<file path="src/hsvrgb_pkg.sv">
// hsvrgb_pkg: constants, types and widths for the hsv to rgb converter
// no dependencies; imported by the interfaces and every module of the block
package hsvrgb_pkg;

  localparam int HueW = 9;
  localparam int ChanW = 8;
  localparam int KW = 6;                       // sector ramp 0..60
  localparam int InnerW = 14;                  // s*k + 60*(255-s) <= 15300
  localparam int MidNumW = 22;                 // v * inner <= 3901500
  localparam int BotNumW = 16;                 // v * (255-s) <= 65025
  localparam int RecipW = 17;

  localparam logic [HueW-1:0] SectorDeg = 9'd60;
  localparam logic [ChanW-1:0] FullScale = 8'd255;
  localparam logic [HueW-1:0] HalfTurnDeg = 9'd120;
  localparam logic [InnerW-1:0] MidDivisor = 14'd15300;   // 255 * 60

  // floor(2^30 / 15300) and floor(2^24 / 255); estimate is exact or one low
  localparam logic [RecipW-1:0] MidRecip = 17'd70179;
  localparam int MidShift = 30;
  localparam logic [RecipW-1:0] BotRecip = 17'd65793;
  localparam int BotShift = 24;

  typedef enum logic [2:0] {
    SEC_RED_YEL  = 3'd0,
    SEC_YEL_GRN  = 3'd1,
    SEC_GRN_CYN  = 3'd2,
    SEC_CYN_BLU  = 3'd3,
    SEC_BLU_MAG  = 3'd4,
    SEC_MAG_RED  = 3'd5,
    SEC_GREY     = 3'd6
  } sector_t;

  // side data that rides along the divider stages
  typedef struct packed {
    sector_t          sector;
    logic [ChanW-1:0] top;
  } pix_tag_t;

endpackage

</file>
<file path="src/hsvrgb_hsv_if.sv">
// hsvrgb_hsv_if: valid/ready channel carrying one hsv pixel request
// depends on hsvrgb_pkg for field widths
interface hsvrgb_hsv_if import hsvrgb_pkg::*; ();
  logic             valid;
  logic             ready;
  logic [HueW-1:0]  hue;
  logic [ChanW-1:0] saturation;
  logic [ChanW-1:0] value;

  modport source (output valid, hue, saturation, value, input ready);
  modport sink (input valid, hue, saturation, value, output ready);
endinterface

</file>
<file path="src/hsvrgb_rgb_if.sv">
// hsvrgb_rgb_if: valid/ready channel carrying one rgb pixel request
// depends on hsvrgb_pkg for field widths
interface hsvrgb_rgb_if import hsvrgb_pkg::*; ();
  logic             valid;
  logic             ready;
  logic [ChanW-1:0] red;
  logic [ChanW-1:0] green;
  logic [ChanW-1:0] blue;

  modport source (output valid, red, green, blue, input ready);
  modport sink (input valid, red, green, blue, output ready);
endinterface

</file>
<file path="src/hsv_to_rgb_converter_unit.sv">
// hsv_to_rgb_converter_unit: pipelined hsv to rgb pixel converter, top level
// depends on hsvrgb_pkg, hsvrgb_hsv_if, hsvrgb_rgb_if and hsvrgb_div
//
// usage
//   hsv : sink channel, one pixel request (hue in degrees 0..359, saturation
//         and value as 8-bit fractions) taken when valid and ready are high
//   rgb : source channel, one red/green/blue request per pixel, in order
//   hue of 360 and above gives grey: every channel is v*(255-s)/255
// timing
//   six register stages: sector decode, inner product, scale by value,
//   reciprocal estimate, correction, channel routing into the output register
//   a pixel accepted at one edge moves through these registers in order and
//   then shows on rgb; a stall on rgb holds it in place
//   one pixel per clock sustained while rgb does not stall; the two multiplier
//   stages and the divider estimate stage set the per-stage depth
// reset and stall
//   rst (synchronous) clears every stage valid bit; payload is not reset
//   when rgb is stalled with a result waiting, the whole pipe holds;
//   hsv.ready drops only then, so nothing is lost or repeated
module hsv_to_rgb_converter_unit import hsvrgb_pkg::*; (
  input  logic          clk,
  input  logic          rst,
  hsvrgb_hsv_if.sink    hsv,
  hsvrgb_rgb_if.source  rgb
);

  // global advance: the output register is free or being drained
  logic en;
  logic out_valid;
  logic [ChanW-1:0] out_red;
  logic [ChanW-1:0] out_green;
  logic [ChanW-1:0] out_blue;

  assign en        = !out_valid || rgb.ready;
  assign hsv.ready = en;
  assign rgb.valid = out_valid;
  assign rgb.red   = out_red;
  assign rgb.green = out_green;
  assign rgb.blue  = out_blue;

  // ---------------- stage 1: sector and ramp decode ----------------
  sector_t          sector_next;
  logic [HueW-1:0]  half_base;
  logic [HueW-1:0]  rem120;
  logic [HueW-1:0]  ramp_dist;
  logic [KW-1:0]    k_next;

  always_comb begin
    if (hsv.hue >= 9'd360)      sector_next = SEC_GREY;
    else if (hsv.hue >= 9'd300) sector_next = SEC_MAG_RED;
    else if (hsv.hue >= 9'd240) sector_next = SEC_BLU_MAG;
    else if (hsv.hue >= 9'd180) sector_next = SEC_CYN_BLU;
    else if (hsv.hue >= 9'd120) sector_next = SEC_GRN_CYN;
    else if (hsv.hue >= 9'd60)  sector_next = SEC_YEL_GRN;
    else                        sector_next = SEC_RED_YEL;
  end

  // position within the current 120 degree half turn
  always_comb begin
    case (sector_next)
      SEC_GRN_CYN, SEC_CYN_BLU: half_base = HalfTurnDeg;
      SEC_BLU_MAG, SEC_MAG_RED: half_base = HalfTurnDeg + HalfTurnDeg;
      default:                  half_base = '0;
    endcase
  end

  assign rem120    = hsv.hue - half_base;
  assign ramp_dist = (rem120 >= SectorDeg) ? rem120 - SectorDeg : SectorDeg - rem120;
  assign k_next    = KW'(SectorDeg - ramp_dist);

  logic             s1_valid;
  sector_t          s1_sector;
  logic [KW-1:0]    s1_k;
  logic [ChanW-1:0] s1_sat;
  logic [ChanW-1:0] s1_nsat;
  logic [ChanW-1:0] s1_val;

  // ---------------- stage 2: inner blend and bottom product ----------------
  logic [InnerW-1:0]  inner_next;
  logic [BotNumW-1:0] bot_num_next;

  assign inner_next = InnerW'(s1_sat) * InnerW'(s1_k)
                    + InnerW'(SectorDeg) * InnerW'(s1_nsat);
  assign bot_num_next = BotNumW'(s1_val) * BotNumW'(s1_nsat);

  logic               s2_valid;
  sector_t            s2_sector;
  logic [InnerW-1:0]  s2_inner;
  logic [BotNumW-1:0] s2_bot_num;
  logic [ChanW-1:0]   s2_val;

  // ---------------- stage 3: scale blend by value ----------------
  logic [MidNumW-1:0] mid_num_next;

  assign mid_num_next = MidNumW'(s2_val) * MidNumW'(s2_inner);

  logic               s3_valid;
  pix_tag_t           s3_tag;
  logic [MidNumW-1:0] s3_mid_num;
  logic [BotNumW-1:0] s3_bot_num;

  always_ff @(posedge clk) begin
    if (rst) begin
      s1_valid <= 1'b0;
      s2_valid <= 1'b0;
      s3_valid <= 1'b0;
    end else if (en) begin
      s1_valid <= hsv.valid;
      s2_valid <= s1_valid;
      s3_valid <= s2_valid;
    end
    if (en) begin
      s1_sector     <= sector_next;
      s1_k          <= k_next;
      s1_sat        <= hsv.saturation;
      s1_nsat       <= FullScale - hsv.saturation;
      s1_val        <= hsv.value;
      s2_sector     <= s1_sector;
      s2_inner      <= inner_next;
      s2_bot_num    <= bot_num_next;
      s2_val        <= s1_val;
      s3_tag.sector <= s2_sector;
      s3_tag.top    <= s2_val;
      s3_mid_num    <= mid_num_next;
      s3_bot_num    <= s2_bot_num;
    end
  end

  // ---------------- stages 4 and 5: constant dividers ----------------
  logic             d_valid;
  pix_tag_t         d_tag;
  logic [ChanW-1:0] d_mid;
  logic [ChanW-1:0] d_bot;

  hsvrgb_div u_div (
    .clk       (clk),
    .rst       (rst),
    .en        (en),
    .in_valid  (s3_valid),
    .in_tag    (s3_tag),
    .mid_num   (s3_mid_num),
    .bot_num   (s3_bot_num),
    .out_valid (d_valid),
    .out_tag   (d_tag),
    .mid_q     (d_mid),
    .bot_q     (d_bot)
  );

  // ---------------- stage 6: channel routing ----------------
  logic [ChanW-1:0] red_next;
  logic [ChanW-1:0] green_next;
  logic [ChanW-1:0] blue_next;

  always_comb begin
    case (d_tag.sector)
      SEC_RED_YEL: begin
        red_next = d_tag.top; green_next = d_mid;     blue_next = d_bot;
      end
      SEC_YEL_GRN: begin
        red_next = d_mid;     green_next = d_tag.top; blue_next = d_bot;
      end
      SEC_GRN_CYN: begin
        red_next = d_bot;     green_next = d_tag.top; blue_next = d_mid;
      end
      SEC_CYN_BLU: begin
        red_next = d_bot;     green_next = d_mid;     blue_next = d_tag.top;
      end
      SEC_BLU_MAG: begin
        red_next = d_mid;     green_next = d_bot;     blue_next = d_tag.top;
      end
      SEC_MAG_RED: begin
        red_next = d_tag.top; green_next = d_bot;     blue_next = d_mid;
      end
      default: begin
        // grey: all channels at the offset
        red_next = d_bot;     green_next = d_bot;     blue_next = d_bot;
      end
    endcase
  end

  always_ff @(posedge clk) begin
    if (rst) begin
      out_valid <= 1'b0;
    end else if (en) begin
      out_valid <= d_valid;
    end
    if (en) begin
      out_red   <= red_next;
      out_green <= green_next;
      out_blue  <= blue_next;
    end
  end

endmodule

</file>
<file path="src/hsvrgb_div.sv">
// hsvrgb_div: two-stage constant dividers, mid part by 15300 and bottom part by 255
// reciprocal multiply then one compare-and-correct step; depends on hsvrgb_pkg
module hsvrgb_div import hsvrgb_pkg::*; (
  input  logic               clk,
  input  logic               rst,
  input  logic               en,
  input  logic               in_valid,
  input  pix_tag_t           in_tag,
  input  logic [MidNumW-1:0] mid_num,
  input  logic [BotNumW-1:0] bot_num,
  output logic               out_valid,
  output pix_tag_t           out_tag,
  output logic [ChanW-1:0]   mid_q,
  output logic [ChanW-1:0]   bot_q
);

  localparam int MidProdW = MidNumW + RecipW;
  localparam int BotProdW = BotNumW + RecipW;

  // estimate stage
  logic               est_valid;
  pix_tag_t           est_tag;
  logic [MidNumW-1:0] est_mid_num;
  logic [BotNumW-1:0] est_bot_num;
  logic [ChanW-1:0]   est_mid_q;
  logic [ChanW-1:0]   est_bot_q;

  logic [MidProdW-1:0] mid_prod;
  logic [BotProdW-1:0] bot_prod;

  // correction stage
  logic [MidNumW-1:0] mid_rem;
  logic [BotNumW-1:0] bot_rem;
  logic [ChanW-1:0]   mid_q_next;
  logic [ChanW-1:0]   bot_q_next;

  assign mid_prod = MidProdW'(mid_num) * MidProdW'(MidRecip);
  assign bot_prod = BotProdW'(bot_num) * BotProdW'(BotRecip);

  assign mid_rem = est_mid_num - MidNumW'(est_mid_q) * MidNumW'(MidDivisor);
  assign bot_rem = est_bot_num - BotNumW'(est_bot_q) * BotNumW'(FullScale);
  assign mid_q_next = (mid_rem >= MidNumW'(MidDivisor)) ? est_mid_q + 1'b1 : est_mid_q;
  assign bot_q_next = (bot_rem >= BotNumW'(FullScale)) ? est_bot_q + 1'b1 : est_bot_q;

  always_ff @(posedge clk) begin
    if (rst) begin
      est_valid <= 1'b0;
      out_valid <= 1'b0;
    end else if (en) begin
      est_valid <= in_valid;
      out_valid <= est_valid;
    end
    if (en) begin
      est_tag     <= in_tag;
      est_mid_num <= mid_num;
      est_bot_num <= bot_num;
      est_mid_q   <= mid_prod[MidShift +: ChanW];
      est_bot_q   <= bot_prod[BotShift +: ChanW];
      out_tag     <= est_tag;
      mid_q       <= mid_q_next;
      bot_q       <= bot_q_next;
    end
  end

endmodule
</file>
<file path="src/flat_wrapper.sv">
// flat-port wrapper written by rule: the top's interface ports become plain ports
module hsv_to_rgb_converter_unit_flat import hsvrgb_pkg::*;
  (clk, rst, hsv_valid, hsv_hue, hsv_saturation, hsv_value, hsv_ready, rgb_valid, rgb_red, rgb_green, rgb_blue, rgb_ready);
  hsvrgb_hsv_if hsv_i ();
  hsvrgb_rgb_if rgb_i ();
  input  logic clk;
  input  logic rst;
  input wire logic [$bits(hsv_i.valid)-1:0] hsv_valid;
  input wire logic [$bits(hsv_i.hue)-1:0] hsv_hue;
  input wire logic [$bits(hsv_i.saturation)-1:0] hsv_saturation;
  input wire logic [$bits(hsv_i.value)-1:0] hsv_value;
  output wire logic [$bits(hsv_i.ready)-1:0] hsv_ready;
  output wire logic [$bits(rgb_i.valid)-1:0] rgb_valid;
  output wire logic [$bits(rgb_i.red)-1:0] rgb_red;
  output wire logic [$bits(rgb_i.green)-1:0] rgb_green;
  output wire logic [$bits(rgb_i.blue)-1:0] rgb_blue;
  input wire logic [$bits(rgb_i.ready)-1:0] rgb_ready;
  assign hsv_i.valid = hsv_valid;
  assign hsv_i.hue = hsv_hue;
  assign hsv_i.saturation = hsv_saturation;
  assign hsv_i.value = hsv_value;
  assign hsv_ready = hsv_i.ready;
  assign rgb_valid = rgb_i.valid;
  assign rgb_red = rgb_i.red;
  assign rgb_green = rgb_i.green;
  assign rgb_blue = rgb_i.blue;
  assign rgb_i.ready = rgb_ready;
  hsv_to_rgb_converter_unit u_core (.clk(clk), .rst(rst), .hsv(hsv_i), .rgb(rgb_i));
endmodule
</file>
<file path="config.mk">
export PLATFORM = sky130hd
export DESIGN_NAME = hsv_to_rgb_converter_unit_flat
export DESIGN_NICKNAME = d
export VERILOG_FILES = /design/src/hsvrgb_pkg.sv /design/src/hsvrgb_hsv_if.sv /design/src/hsvrgb_rgb_if.sv /design/src/hsv_to_rgb_converter_unit.sv /design/src/hsvrgb_div.sv /design/src/flat_wrapper.sv
export SDC_FILE = /design/constraint.sdc
export NUM_CORES = 1
export LEC_CHECK = 0
export BUFFER_PORTS_ARGS = -buffer_cell sky130_fd_sc_hd__buf_2
export CAP_MARGIN = 0
export CORE_UTILIZATION = 23
export CTS_CLUSTER_SIZE = 12
export DETAILED_ROUTE_END_ITERATION = 8
export GPL_TIMING_DRIVEN = 0
export HOLD_SLACK_MARGIN = 0.02
export SYNTH_ARGS = -nofsm -noshare
export SYNTH_HDL_FRONTEND = slang
export SYNTH_SLANG_ARGS = --single-unit
</file>
<file path="constraint.sdc">
create_clock -name clk -period 8.2 [get_ports clk]
set_input_delay 0.82 -clock clk [delete_from_list [all_inputs] [get_ports clk]]
set_output_delay 0.82 -clock clk [all_outputs]
set_load 0.1 [all_outputs]
</file>
Word-level counts from Yosys, hierarchy flattened
Cells that the tools add are included.
{"block": "op_classes", "addsub": 10, "n_mul": 8, "div_mod_pow": 0, "order_cmp": 9, "n_eq_ne": 9, "shifts": 0, "n_mux": 13, "n_bitwise": 0, "reduce_logical": 11}
{"op": "8-bit case mux with 2 select lines", "count": 4}
{"op": "22-bit by 17-bit multiplier with 38-bit output, second input constant", "count": 1}
{"op": "16-bit by 17-bit multiplier with 32-bit output, second input constant", "count": 1}
{"op": "22-bit by 14-bit greater-or-equal comparator with 1-bit output, second input constant", "count": 1}
{"op": "8-bit by 14-bit multiplier with 22-bit output", "count": 1}
{"op": "22-bit subtractor", "count": 1}
{"op": "8-bit by 12-bit multiplier with 20-bit output, second input constant", "count": 1}
{"op": "9-bit by 6-bit greater-or-equal comparator with 1-bit output, second input constant", "count": 2}
{"op": "9-bit by 8-bit greater-or-equal comparator with 1-bit output, second input constant", "count": 2}
{"op": "9-bit greater-or-equal comparator, second input constant", "count": 2}
{"op": "8-bit by 1-bit adder with 8-bit output, second input constant", "count": 2}
{"op": "16-bit by 8-bit greater-or-equal comparator with 1-bit output, second input constant", "count": 1}
{"op": "8-bit by 8-bit multiplier with 16-bit output", "count": 1}
{"op": "8-bit by 8-bit multiplier with 16-bit output, second input constant", "count": 1}
{"op": "8-bit 2-to-1 mux", "count": 2}
{"op": "2-bit OR reduction", "count": 8}
{"op": "16-bit subtractor", "count": 1}
{"op": "3-bit 2-to-1 mux", "count": 5}
{"op": "14-bit adder", "count": 1}
{"op": "8-bit by 6-bit multiplier with 14-bit output", "count": 1}
{"op": "3-bit by 2-bit == test with 1-bit output, second input constant", "count": 4}
{"op": "3-bit == test, second input constant", "count": 4}
{"op": "4-bit by 8-bit multiplier with 12-bit output, first input constant", "count": 1}
{"op": "6-bit subtractor, first input constant", "count": 2}
{"op": "10 further kinds", "count": 10}
{"block": "totals", "ff_bits": 245, "latch_bits": 0, "ramBits": 0, "rom_bits": 0, "inputBits": 29, "out_inout_bits": 26, "elab_cells": 92, "memories": 0}

Longest topological paths before layout
Gate-level depths: netlist of run 1.
{"block": "logic_depth", "word_depth": 14, "depth_mapped": 27, "ltp_nobuf": 27}

Hierarchy
From an unflattened synthesis of run 1, not the netlist that was laid out.
{"block": "hier_totals", "hier_cells": 2486, "area_unflattened_um2": 26447.9}
{"module": "hsv_to_rgb_converter_unit", "n_inst": 1, "cells_each": 1284, "area_per_inst_um2": 13784.5, "seq_area_each_um2": 4494.3}
{"module": "hsvrgb_div", "n_inst": 1, "cells_each": 1202, "area_per_inst_um2": 12663.4, "seq_area_each_um2": 2742.6}

Least setup slack after synthesis of run 1
OpenSTA, ideal clock, no wires.
{"block": "synth_timing", "path_type": "input-to-reg", "startpoint": "in rgb_ready", "endpoint": "reg u_core.s1_valid", "setup_ns": 0.143, "arrival_ns": 9.013, "t_required_ns": 8.057, "setup_slack_ns": -0.956, "stages": 4, "path_buffers": 1, "path_cell_list": "nand2b_1 -> clkbuf_1 -> mux2i_1 -> nor2_1"}
{"block": "synth_between", "elab_chain_cells": 1}
{"element": "start: declaration", "line": "flat_wrapper.sv:17", "source": "input wire logic [$bits(rgb_i.ready)-1:0] rgb_ready;"}
{"element": "1-bit logical OR", "line": "hsv_to_rgb_converter_unit.sv:34", "source": "assign en = !out_valid || rgb.ready;"}
{"element": "named net hsv_ready", "line": "flat_wrapper.sv:12", "source": "output wire logic [$bits(hsv_i.ready)-1:0] hsv_ready;"}
{"element": "end signal: assignment", "line": "hsv_to_rgb_converter_unit.sv:108", "source": "s1_valid <= hsv.valid;"}
{"element": "end: declaration", "line": "hsv_to_rgb_converter_unit.sv:71", "source": "logic s1_valid;"}
The timed path passes the listed nets, and every way through them passes these cells.
A chain may end at the register's enable or synchronous reset.

Worst setup path in the final report of run 1
{"block": "layout_timing", "startpoint": "reg u_core.u_div.est_mid_q[5]", "endpoint": "reg u_core.u_div.mid_q[7] (data pin)"}
{"block": "layout_between", "elab_chain_cells": 4, "word_cells_on_any_way": 5, "classes_between": "add/sub (2); mul (1); order compare (1); mux (1)"}
{"element": "start: declaration", "line": "hsvrgb_div.sv:25", "source": "logic [ChanW-1:0] est_mid_q;"}
{"element": "start signal: assignment", "line": "hsvrgb_div.sv:57", "source": "est_mid_q <= mid_prod[MidShift +: ChanW];"}
{"element": "8-bit by 12-bit multiplier with 20-bit output", "line": "hsvrgb_div.sv:40", "source": "assign mid_rem = est_mid_num - MidNumW'(est_mid_q) * MidNumW'(MidDivisor);"}
{"element": "22-bit subtractor", "line": "hsvrgb_div.sv:40"}
{"element": "22-bit by 14-bit greater-or-equal comparator with 1-bit output", "line": "hsvrgb_div.sv:42", "source": "assign mid_q_next = (mid_rem >= MidNumW'(MidDivisor)) ? est_mid_q + 1'b1 : est_mid_q;"}
{"element": "8-bit 2-to-1 mux *", "line": "hsvrgb_div.sv:42"}
{"element": "named net u_core.u_div.mid_q_next[7]", "line": "hsvrgb_div.sv:34", "source": "logic [ChanW-1:0] mid_q_next;"}
{"element": "end signal: assignment", "line": "hsvrgb_div.sv:60", "source": "mid_q <= mid_q_next;"}
{"element": "end: declaration", "line": "hsvrgb_div.sv:13", "source": "output logic [ChanW-1:0] mid_q,"}
Mark *: on every way through the listed nets, which the timed path passes. The rest lies on a longest branch.

==> results of run 1 <==
routing by layer:
layer | vias up | GRT usage | routed length [microns]
met5 | - | 0 | 13
met4 | 2 | 0.0175 | 862
met3 | 54 | 0.0154 | 2220
met2 | 223 | 0.157 | 23700
met1 | 8045 | 0.124 | 24100
li1 | 8188 | - | -
area by class of cell:
| class | instances | area (sq um) |
|---|---|---|
| clock inverters | 15 | 160 |
| multi-input cells | 1650 | 16600 |
| flip-flops and latches | 243 | 7240 |
| clock buffers | 35 | 748 |
| well taps | 1488 | 1860 |
| plain buffers | 29 | 129 |
| repair buffers | 55 | 320 |
| fillers | 11751 | 82000 |
| inverters | 494 | 1850 |
sequential cells by signal, summed over array words and instances (netlist names), 3 cells and up:
name                      flops
u_core.u_div.bot_q            8
u_core.rgb.red                8
u_core.s3_bot_num            16
u_core.s2_val                 8
u_core.s1_val                 8
u_core.s1_sector              3
u_core.s3_mid_num            22
u_core.s3_tag                11
u_core.s2_sector              3
u_core.s1_nsat                8
u_core.u_div.out_tag         11
u_core.u_div.est_bot_num     16
u_core.u_div.est_tag         11
u_core.s2_bot_num            16
u_core.s1_sat                 8
u_core.u_div.mid_q            8
u_core.rgb.green              8
u_core.u_div.est_mid_q        8
u_core.s1_k                   6
u_core.rgb.blue               8
u_core.u_div.est_bot_q        8
u_core.s2_inner              14
u_core.u_div.est_mid_num     20
Yosys cell counts (6+ instances only):
cell / number / area, sq um
fa_1: 286 / 5730
clkbuf_1: 24 / 90.1
a21oi_1: 95 / 475
nor2_1: 61 / 229
xor2_1: 22 / 193
nor3_1: 20 / 100
ha_1: 412 / 5150
a211oi_1: 13 / 97.6
nand4_1: 13 / 81.3
xnor2_1: 90 / 788
inv_1: 494 / 1850
and3_1: 8 / 50.1
mux2i_1: 24 / 240
o21ai_0: 79 / 395
a21boi_0: 11 / 82.6
nor2b_1: 18 / 113
edfxtp_1: 237 / 7120
nand3_1: 26 / 130
o22ai_1: 17 / 106
o221ai_1: 12 / 105
and2_1: 108 / 676
nand2_1: 184 / 691
dfxtp_1: 6 / 120
o21a_1: 16 / 120
o21bai_1: 7 / 52.6
nand2b_1: 19 / 119
a21o_1: 28 / 210
metrics by stage:
stage / instances / worst slack, ns / hold WS, ns / util / cell area [sq um]
final: 4009 / 1.49 / 0.405 / 0.261 / 29000
after global routing: 4009 / 0.969 / 0.404 / 0.261 / 29000
after CTS: 4009 / 1.45 / 0.401 / 0.261 / 29000
after detailed placement: 3959 / 1.50 / 0.405 / 0.253 / 28000
after global placement: 3957 / 1.24 / 0.402 / 0.252 / 28000
after floorplan: 2416 / 2.31 / 0.400 / - / 25900
layout by cell type (no fill, tap or decap), types with 5 or more instances in the layout:
cell type	n
mux2i_1	24
and3_1	8
nor2b_1	18
edfxtp_1	237
o22ai_1	17
o21ai_0	79
and2_1	108
or2_2	5
nand2b_1	19
nand2_1	184
nand3_1	26
ha_1	412
nor2_1	61
o211ai_1	5
a211o_1	5
a21oi_1	95
buf_2	54
o21bai_1	7
a211oi_1	13
clkbuf_16	29
a31oi_1	5
dfxtp_1	6
clkbuf_1	29
a21boi_0	11
xnor2_1	90
nand4_1	13
xor2_1	22
a21o_1	28
fa_1	286
o21a_1	16
o221ai_1	12
nor3_1	20
inv_1	494
path summary, 6_finish.rpt:
check,from,endpoint,cells past startpoint
setup reg to reg,u_core.u_div.est_mid_q[5],u_core.u_div.mid_q[7],21
setup / recovery,u_core.u_div.est_mid_q[5],u_core.u_div.mid_q[7],21
hold / removal,u_core.s3_tag[4],u_core.u_div.est_tag[4],0
hold reg to reg,u_core.s3_tag[4],u_core.u_div.est_tag[4],0
cell families after synthesis:
group,Yosys count
AO/OA/AOI/OAI,323
XOR/XNOR,112
adder cells (fa/ha/maj),699
buffers and inverters,523
flip-flops,243
multiplexers,26
AND/OR/NAND/NOR,490
==> results by group, run 1 <==
Global routing
  – Global-route wire length before repair: 86600 microns
  – Pin count of the biggest net entering global routing: 100
  – Vias in the first global route: 17203
  – Grt ovf: 0
  – Initial antenna violation count: 2
  – GR Util All Layers: 0.0927

Critical path
  – Critical Path RT: between 8 and 9 ns
  – Critical Path Fanout Max: 9
  – Slowest CP cell: fa_1
  – Worst path bufs/invs: 2
  – Worst path cell trace: fa_1 -> inv_1 -> fa_1 -> inv_1 -> fa_1 -> fa_1 -> ha_1 -> o41ai_1 -> nand2b_1 -> xnor2_1 -> ha_1 -> and3_1 -> nand2_1 -> a211oi_1 -> o21ai_0 -> a21o_1 -> xnor2_1 -> nor4_4 -> nand4_2 -> nand4_1 -> xnor2_1
  – Delay-heaviest family, CP: adder cells
  – Largest stage delay, worst path: between 0.7 and 0.8 ns
  – Most used cell, CP: fa_1
  – Crit end category: flop
  – Worst reg2reg setup slack: 1.49 ns
  – Crit Path Category: flop to flop
  – CP arrival: 7.01 ns
  – CP Launch Type: flop

Timing
  – Final cycle utilization of the critical path: 0.818
  – Slew Viols, Final: 0
  – Skew final: 0.0291 ns
  – Tmin final: about 6.7 ns
  – Slew HR: 0.210
  – Setup TNS: 0 ns
  – Final number of hold-violating endpoints: 0
  – RSZ-0062 raised after global routing: false
  – Max frequency: approximately 150 MHz
  – Setup Viol. Count Final: 0
  – Slew @ Worst Pin: ~1.2 ns

Synthesis
  – Syn avg cell area: about 11 sq um
  – Cell variety after synth: 76
  – Netlist Area Pre-Place: about 0.026 sq mm
  – Flip-flop and latch count after synthesis: 243
  – Ys async rst share: 0
  – Dominant synthesized flop cell: edfxtp_1
  – Compound-Gate Fraction of Synth Area: 0.0787
  – Synth warn: 0
  – Simple-gate portion of the synthesized area: 0.0956
  – Largest family of logic cells by synthesized area: adder cells
  – Sequential share of the synthesized area: 0.280
  – EDFF count, synth: 237
  – Synth Area in XOR/XNOR: 0.0379
  – Syn nets: 3143
  – Post-Synth Adder-Cell Area: 0.421
  – Cells after Synth: 2416
  – Mux cell area share after synthesis: 0.0102

Die
  – Core area: ~0.11 sq mm
  – Die Wd: 337 microns
  – Starting Density: 0.233
  – I/O Pins: 55
  – Die height: between 300 and 400 microns
  – Die area: roughly 0.11 sq mm
  – Num rows: 122

Route
  – DR iter-0 viols: 763
  – Final ANT Viol Nets: 0
  – Routed vias/inst: 4.12
  – Final wirelength: 50900 microns
  – Routed vias: 16512
  – Avg WL per Cell: ~13 microns
  – DRC: 0
  – 1st-pass router iterations: 5

Clock network
  – Num CTS Buffers: 29
  – Clk root buf: clkbuf_16
  – CTS Hold Buffers Added: 0
  – Setup repair bufs after CTS: 0
  – Clk Latency, worst-skew pair: 0.58 ns
  – H-tree depth: 1
  – CTS Sinks: around 240
  – Post-CTS sizing: 0
  – Clk buf depth: 3
  – Reg clk slew, reported paths: 0.06 ns
  – CTS tree: built

Job
  – Max-Cap Viols: 0

Layout
  – Post-layout nets: 3229
  – ANT cells: 0
  – Area Overhead vs Synth: 12.0%
  – Layout cells sized above 1: 0.0496

Placed design
  – Post-DP HPWL: between 40000 and 50000 microns
  – Gpl congestion: 0.819
  – Port-buffer cells: between 50 and 60

Min path
  – Hold Path Class: flop to flop

Status
  – Status: completed
Power of run 1 is left out: the tool's default activity adds up to more than one toggle a clock period on the data nets, which glitch-free logic cannot reach.
==> run 2, diff against run 1 <==
Clock period 8.2 ns to 6 ns, I/O delays scaled along.
==> results by group, run 2 (synthesized netlist as in run 1, its figures left out) <==
Timing
  – RSZ-0062 raised after global routing: true (was false)
  – Tmin final: 6.01 ns (was 6.71 ns)
  – Max frequency: 166 MHz (was 149 MHz)
  – Slew @ Worst Pin: 1.18 ns (about the same)
  – Skew final: 0.0275 ns (was 0.0291 ns)
  – PnR worst setup slack: -0.0118 ns (was 1.49 ns)
  – Slew Viols, Final: 0 (unchanged)
  – Final Hold Slack: 0.213 ns (was 0.405 ns)
  – Slew HR: 0.209 (was 0.210)
  – Setup Viol. Count Final: 1 (was 0)
  – Final number of hold-violating endpoints: 0 (unchanged)
  – Final cycle utilization of the critical path: 1.00 (was 0.818)

Min path
  – Min-delay src: hsv_value[3] (was u_core.s3_tag[4])
  – Hold Path Class: input pin to flop (was flop to flop)
  – Hold Path Depth: 1 (was 0)
  – Hold path endpoint: u_core.s1_val[3] (was u_core.u_div.est_tag[4])

Route
  – DR iter-0 viols: 825 (was 763)
  – Avg WL per Cell: 12.9 microns (was 12.7 microns)
  – 1st-pass router iterations: 5 (unchanged)
  – Final wirelength: 52000 microns (was 50900 microns)
  – Routed vias/inst: 4.13 (was 4.12)
  – DRC: 0 (unchanged)
  – Final ANT Viol Nets: 0 (unchanged)
  – Routed vias: 16665 (was 16512)

Job
  – Max-Cap Viols: 0 (unchanged)

Placed design
  – Post-DP HPWL: 41300 microns (unchanged)
  – Placed Instance Area: 0.0280 sq mm (unchanged)
  – Gpl congestion: 0.819 (unchanged)
  – Port-buffer cells: 53 (unchanged)
  – Place WS: -0.700 ns (was 1.50 ns)

Global routing
  – Global-route wire length before repair: 87700 microns (was 86600 microns)
  – Grt ovf: 0 (unchanged)
  – GR Util All Layers: 0.0940 (was 0.0927)
  – Initial antenna violation count: 2 (unchanged)
  – Vias in the first global route: 17376 (was 17203)
  – Pin count of the biggest net entering global routing: 100 (unchanged)

Layout
  – Post-layout nets: 3258 (was 3229)
  – Final core utilization: 0.266 (was 0.261)
  – Multi-input logic area: 0.0169 sq mm (was 0.0166 sq mm)
  – Fill cells: 11691 (was 11751)
  – Post-route cell area: 0.0295 sq mm (was 0.0290 sq mm)
  – Max reg flops: 22 (unchanged)
  – Area Overhead vs Synth: 14.1% (was 12.0%)
  – Biggest regs: u_core.s3_mid_num (22), u_core.u_div.est_mid_num (20) (unchanged)
  – Most common cell after layout, fill and taps aside: inv_1 (unchanged)
  – ANT cells: 0 (unchanged)
  – Register area: 0.00724 sq mm (unchanged)
  – Layout cells sized above 1: 0.0796 (was 0.0496)
  – Most frequent cells in the layout: 487 x inv_1, 405 x ha_1, 285 x fa_1, 237 x edfxtp_1, 182 x nand2_1 (was 494 x inv_1, 412 x ha_1, 286 x fa_1, 237 x edfxtp_1, 184 x nand2_1)
  – Biggest register: u_core.s3_mid_num (unchanged)

Die
  – Core area: 0.111 sq mm (unchanged)
  – Die height: 337 microns (unchanged)
  – Starting Density: 0.233 (unchanged)
  – Die Wd: 337 microns (unchanged)
  – Die area: 0.114 sq mm (unchanged)
  – Num rows: 122 (unchanged)
  – I/O Pins: 55 (unchanged)

Status
  – Failing checks: negative setup slack
  – Status: complete, but fails checks (was completed)

Critical path
  – Crit Reg-Reg Endpoint: u_core.u_div.mid_q[1] (was u_core.u_div.mid_q[7])
  – Crit Path Category: flop to flop (unchanged)
  – Critical Path RT: 6.32 ns (was 8.50 ns)
  – Reg-to-reg startpoint: u_core.u_div.est_mid_q[6] (was u_core.u_div.est_mid_q[5])
  – Register-to-Register Path Depth: 26 (was 21)
  – CP Launch Type: flop (unchanged)
  – Critical Path Fanout Max: 5 (was 9)
  – Worst reg2reg setup slack: -0.01 ns (was 1.49 ns)
  – CP arrival: 6.33 ns (was 7.01 ns)
  – Crit end category: flop (unchanged)

Clock network
  – CTS Sinks: 243 (unchanged)
  – Clk root buf: clkbuf_16 (unchanged)
  – Reg clk slew, reported paths: 0.06 ns (about the same)
  – CTS tree: built (unchanged)
  – H-tree depth: 1 (unchanged)
  – Num CTS Buffers: 29 (unchanged)
  – Clk buf depth: 3 (unchanged)
  – Clk Latency, worst-skew pair: 0.58 ns (about the same)
## run 2: cell types whose count changed in the layout (fill, tap and decap cells not counted), sizes merged
cell,before,now
buf,59,87
nand4,14,15
## run 2: how the worst max path moves through the flow
stage | from | end
6_report | u_core.u_div.est_mid_q[6] | u_core.u_div.mid_q[1]
3_3_place_gp | u_core.u_div.est_mid_q[5] | u_core.u_div.mid_q[7]
3_5_place_dp | u_core.u_div.est_mid_q[5] | u_core.u_div.mid_q[5]
2_1_floorplan | u_core.u_div.est_mid_q[5] | u_core.u_div.mid_q[7]
4_1_cts | u_core.u_div.est_mid_q[3] | u_core.u_div.mid_q[7]
5_1_grt | u_core.u_div.est_mid_q[3] | u_core.u_div.mid_q[7]
## run 2: routing by layer
metal	track usage	up-vias	routed length (microns)
met5	0	-	13
met4	0.0176	2	874
met3	0.0157	51	2370
met2	0.159	242	24400
met1	0.126	8123	24300
li1	-	8247	-
## run 2: worst max-delay path, cell delays in order, from the launching register on
cell and delay (ns):
edfxtp_1 0.47, fa_1 0.56, buf_6 0.15, fa_1 0.48, fa_1 0.52, inv_2 0.05, fa_1 0.52, inv_1 0.05
ha_1 0.28, inv_2 0.06, a21oi_4 0.13, o41ai_4 0.10, nand2b_1 0.12, xnor2_2 0.12, ha_1 0.27, buf_4 0.15
a21oi_1 0.20, nand3_2 0.14, a31oi_4 0.20, o21ai_0 0.14, a21oi_1 0.26, xor2_2 0.15, buf_4 0.16, nand4_4 0.17
buf_4 0.21, nand2_2 0.04, o21ai_1 0.05
## run 2: timing repair
action / in CTS / in global routing
setup endpoints to repair: 11 / 16
pin swaps: 19 / 32
buffers inserted: 16 / 12
gates resized for setup: 23 / 45
cloned: 1 / 0
hold buffers: 0 / 0
endpoints found under the hold margin: 0 / 0
## run 2: through the flow
stage | setup TNS (ns) | instances
final | -0.0118 | 4038
after CTS | -0.00523 | 4026
after global routing | -1.63 | 4038
after floorplan | 0 | 2416
after global placement | -5.29 | 3957
after detailed placement | -5.11 | 3959
## run 2: final cells by class
cell class | count | share of cell area
multi-input cells | 1651 | 0.574
flip-flops and latches | 243 | 0.245
well taps | 1488 | 0.0631
inverters | 494 | 0.0629
clock buffers | 35 | 0.0254
repair buffers | 83 | 0.0189
clock inverters | 15 | 0.00543
plain buffers | 29 | 0.00437
Power of run 2 is left out for the same reason.
==> run 3, diff against run 2 <==
==> constraint.sdc (replaced) <==
create_clock -name clk -period 6 [get_ports clk]
set_input_delay 0.3 -clock clk [delete_from_list [all_inputs] [get_ports clk]]
set_output_delay 0.3 -clock clk [all_outputs]
set_load 0.1 [all_outputs]
==> results by group, run 3 (synthesized netlist as in run 1, its figures left out) <==
Global routing
  – Initial antenna violation count: 2 (unchanged)
  – Vias in the first global route: 17487 (was 17376)
  – Pin count of the biggest net entering global routing: 100 (unchanged)
  – Grt ovf: 0 (unchanged)
  – Global-route wire length before repair: 88100 microns (was 87700 microns)
  – GR Util All Layers: 0.0945 (was 0.0940)

Placed design
  – Port-buffer cells: 53 (unchanged)
  – Placed Instance Area: 0.0280 sq mm (unchanged)
  – Gpl congestion: 0.819 (unchanged)
  – Post-DP HPWL: 41300 microns (unchanged)

Clock network
  – Clk Latency, worst-skew pair: 0.58 ns (about the same)
  – Reg clk slew, reported paths: 0.06 ns (about the same)
  – H-tree depth: 1 (unchanged)
  – Clk root buf: clkbuf_16 (unchanged)
  – Num CTS Buffers: 29 (unchanged)
  – CTS Sinks: 243 (unchanged)
  – Clk buf depth: 3 (unchanged)
  – CTS tree: built (unchanged)

Layout
  – Post-route cell area: 0.0297 sq mm (was 0.0295 sq mm)
  – Max reg flops: 22 (unchanged)
  – Fill cells: 11667 (was 11691)
  – Biggest register: u_core.s3_mid_num (unchanged)
  – ANT cells: 0 (unchanged)
  – Post-layout nets: 3277 (was 3258)
  – Biggest regs: u_core.s3_mid_num (22), u_core.u_div.est_mid_num (20) (unchanged)
  – Register area: 0.00724 sq mm (unchanged)
  – Layout cells sized above 1: 0.0790 (was 0.0796)
  – Most frequent cells in the layout: 487 x inv_1, 405 x ha_1, 285 x fa_1, 237 x edfxtp_1, 182 x nand2_1 (unchanged)
  – Multi-input logic area: 0.0169 sq mm (unchanged)
  – Area Overhead vs Synth: 14.8% (was 14.1%)
  – Most common cell after layout, fill and taps aside: inv_1 (unchanged)

Critical path
  – CP arrival: 6.33 ns (about the same)
  – Crit end category: flop (unchanged)
  – Worst path bufs/invs: 7 (unchanged)
  – Register-to-Register Path Depth: 26 (unchanged)
  – Delay-heaviest family, CP: adder cells (unchanged)
  – Largest stage delay, worst path: 0.56 ns (about the same)
  – Slowest CP cell: fa_1 (unchanged)
  – Crit Reg-Reg Endpoint: u_core.u_div.mid_q[1] (unchanged)
  – Critical Path RT: 6.32 ns (about the same)
  – CP Launch Type: flop (unchanged)
  – Crit Path Category: flop to flop (unchanged)
  – Critical Path Fanout Max: 5 (unchanged)
  – Reg-to-reg startpoint: u_core.u_div.est_mid_q[6] (unchanged)
  – Worst reg2reg setup slack: -0.01 ns (about the same)
  – Most used cell, CP: fa_1 (unchanged)

Status
  – Status: complete, but fails checks (unchanged)
  – Failing checks: negative setup slack (unchanged)

Route
  – Routed vias/inst: 4.13 (about the same)
  – Final wirelength: 52300 microns (was 52000 microns)
  – Avg WL per Cell: 12.9 microns (about the same)
  – DR iter-0 viols: 755 (was 825)
  – DRC: 0 (unchanged)
  – Routed vias: 16755 (was 16665)
  – Final ANT Viol Nets: 0 (unchanged)
  – 1st-pass router iterations: 5 (unchanged)

Timing
  – Max frequency: 166 MHz (about the same)
  – RSZ-0062 raised after global routing: true (unchanged)
  – Final Hold Slack: 0.181 ns (was 0.213 ns)
  – Slew HR: 0.218 (was 0.209)
  – Setup Viol. Count Final: 1 (unchanged)
  – Slew @ Worst Pin: 1.16 ns (was 1.18 ns)
  – Tmin final: 6.01 ns (about the same)
  – Skew final: 0.0285 ns (was 0.0275 ns)
  – Final cycle utilization of the critical path: 1.00 (about the same)
  – PnR worst setup slack: -0.0121 ns (was -0.0118 ns)
  – Final number of hold-violating endpoints: 0 (unchanged)
  – Slew Viols, Final: 0 (unchanged)

Die
  – Num rows: 122 (unchanged)
  – Starting Density: 0.233 (unchanged)
  – Die area: 0.114 sq mm (unchanged)
  – I/O Pins: 55 (unchanged)
  – Core area: 0.111 sq mm (unchanged)
  – Die height: 337 microns (unchanged)
  – Die Wd: 337 microns (unchanged)

Min path
  – Hold path endpoint: u_core.s1_k[1] (was u_core.s1_val[3])
  – Min-delay src: hsv_hue[1] (was hsv_value[3])
  – Hold Path Depth: 3 (was 1)
  – Hold Path Class: input pin to flop (unchanged)

Job
  – Max-Cap Viols: 0 (unchanged)
run 3: cell count changes in the layout (fill, tap and decap cells not counted):
cell,delta
dlygate4sd3_1,+19
run 3: worst min-delay path, delay by kind of cell:
family,cells,cell delay (ns)
muxes,1,0.10
buffers and inverters,1,0.09
xor gates and xnor gates,1,0.14
run 3: stage by stage:
stage | setup TNS (ns) | cells | setup slack [ns] | utilization
after floorplan | 0 | 2416 | 0.111 | -
after global placement | -4.77 | 3957 | -0.659 | 0.252
after detailed placement | -5.11 | 3959 | -0.700 | 0.253
after CTS | -0.00523 | 4045 | -0.00284 | 0.265
after global routing | -1.63 | 4057 | -0.258 | 0.267
final | -0.0121 | 4057 | -0.0121 | 0.267
run 3: cell type report:
cell class                 count  share of cell area
clock buffer                  35              0.0252
clock inverter                15             0.00540
tap                         1488              0.0627
inverter                     494              0.0625
sequential                   243               0.244
multi-input combinational   1651               0.571
timing repair buffer         102              0.0252
buffer                        29             0.00434
run 3: what timing repair did:
action | CTS | global route
pin swaps | 19 | 32
setup endpoints to repair | 11 | 16
resized for setup | 23 | 45
setup buffers | 16 | 12
hold buffers | 19 | 0
hold endpoints to repair | 31 | 0
gates cloned | 1 | 0
run 3: how the worst max path moves through the flow:
stage                              start  slack (ns)                     to  cells after the start
2_1_floorplan  u_core.u_div.est_mid_q[5]        0.11  u_core.u_div.mid_q[7]                     23
3_3_place_gp   u_core.u_div.est_mid_q[5]       -0.66  u_core.u_div.mid_q[7]                     21
3_5_place_dp   u_core.u_div.est_mid_q[5]       -0.70  u_core.u_div.mid_q[5]                     21
4_1_cts        u_core.u_div.est_mid_q[3]      -0.003  u_core.u_div.mid_q[7]                     25
5_1_grt        u_core.u_div.est_mid_q[3]       -0.26  u_core.u_div.mid_q[7]                     26
6_report       u_core.u_div.est_mid_q[6]       -0.01  u_core.u_div.mid_q[1]                     26
run 3: routing by layer:
layer  part of all wire  track usage  up-vias
li1                   -            -     8287
met4              0.017       0.0176        2
met2               0.47        0.161      234
met3              0.044       0.0156       55
met5            0.00025            0        -
met1               0.47        0.126     8177
Power of run 3 is left out for the same reason.
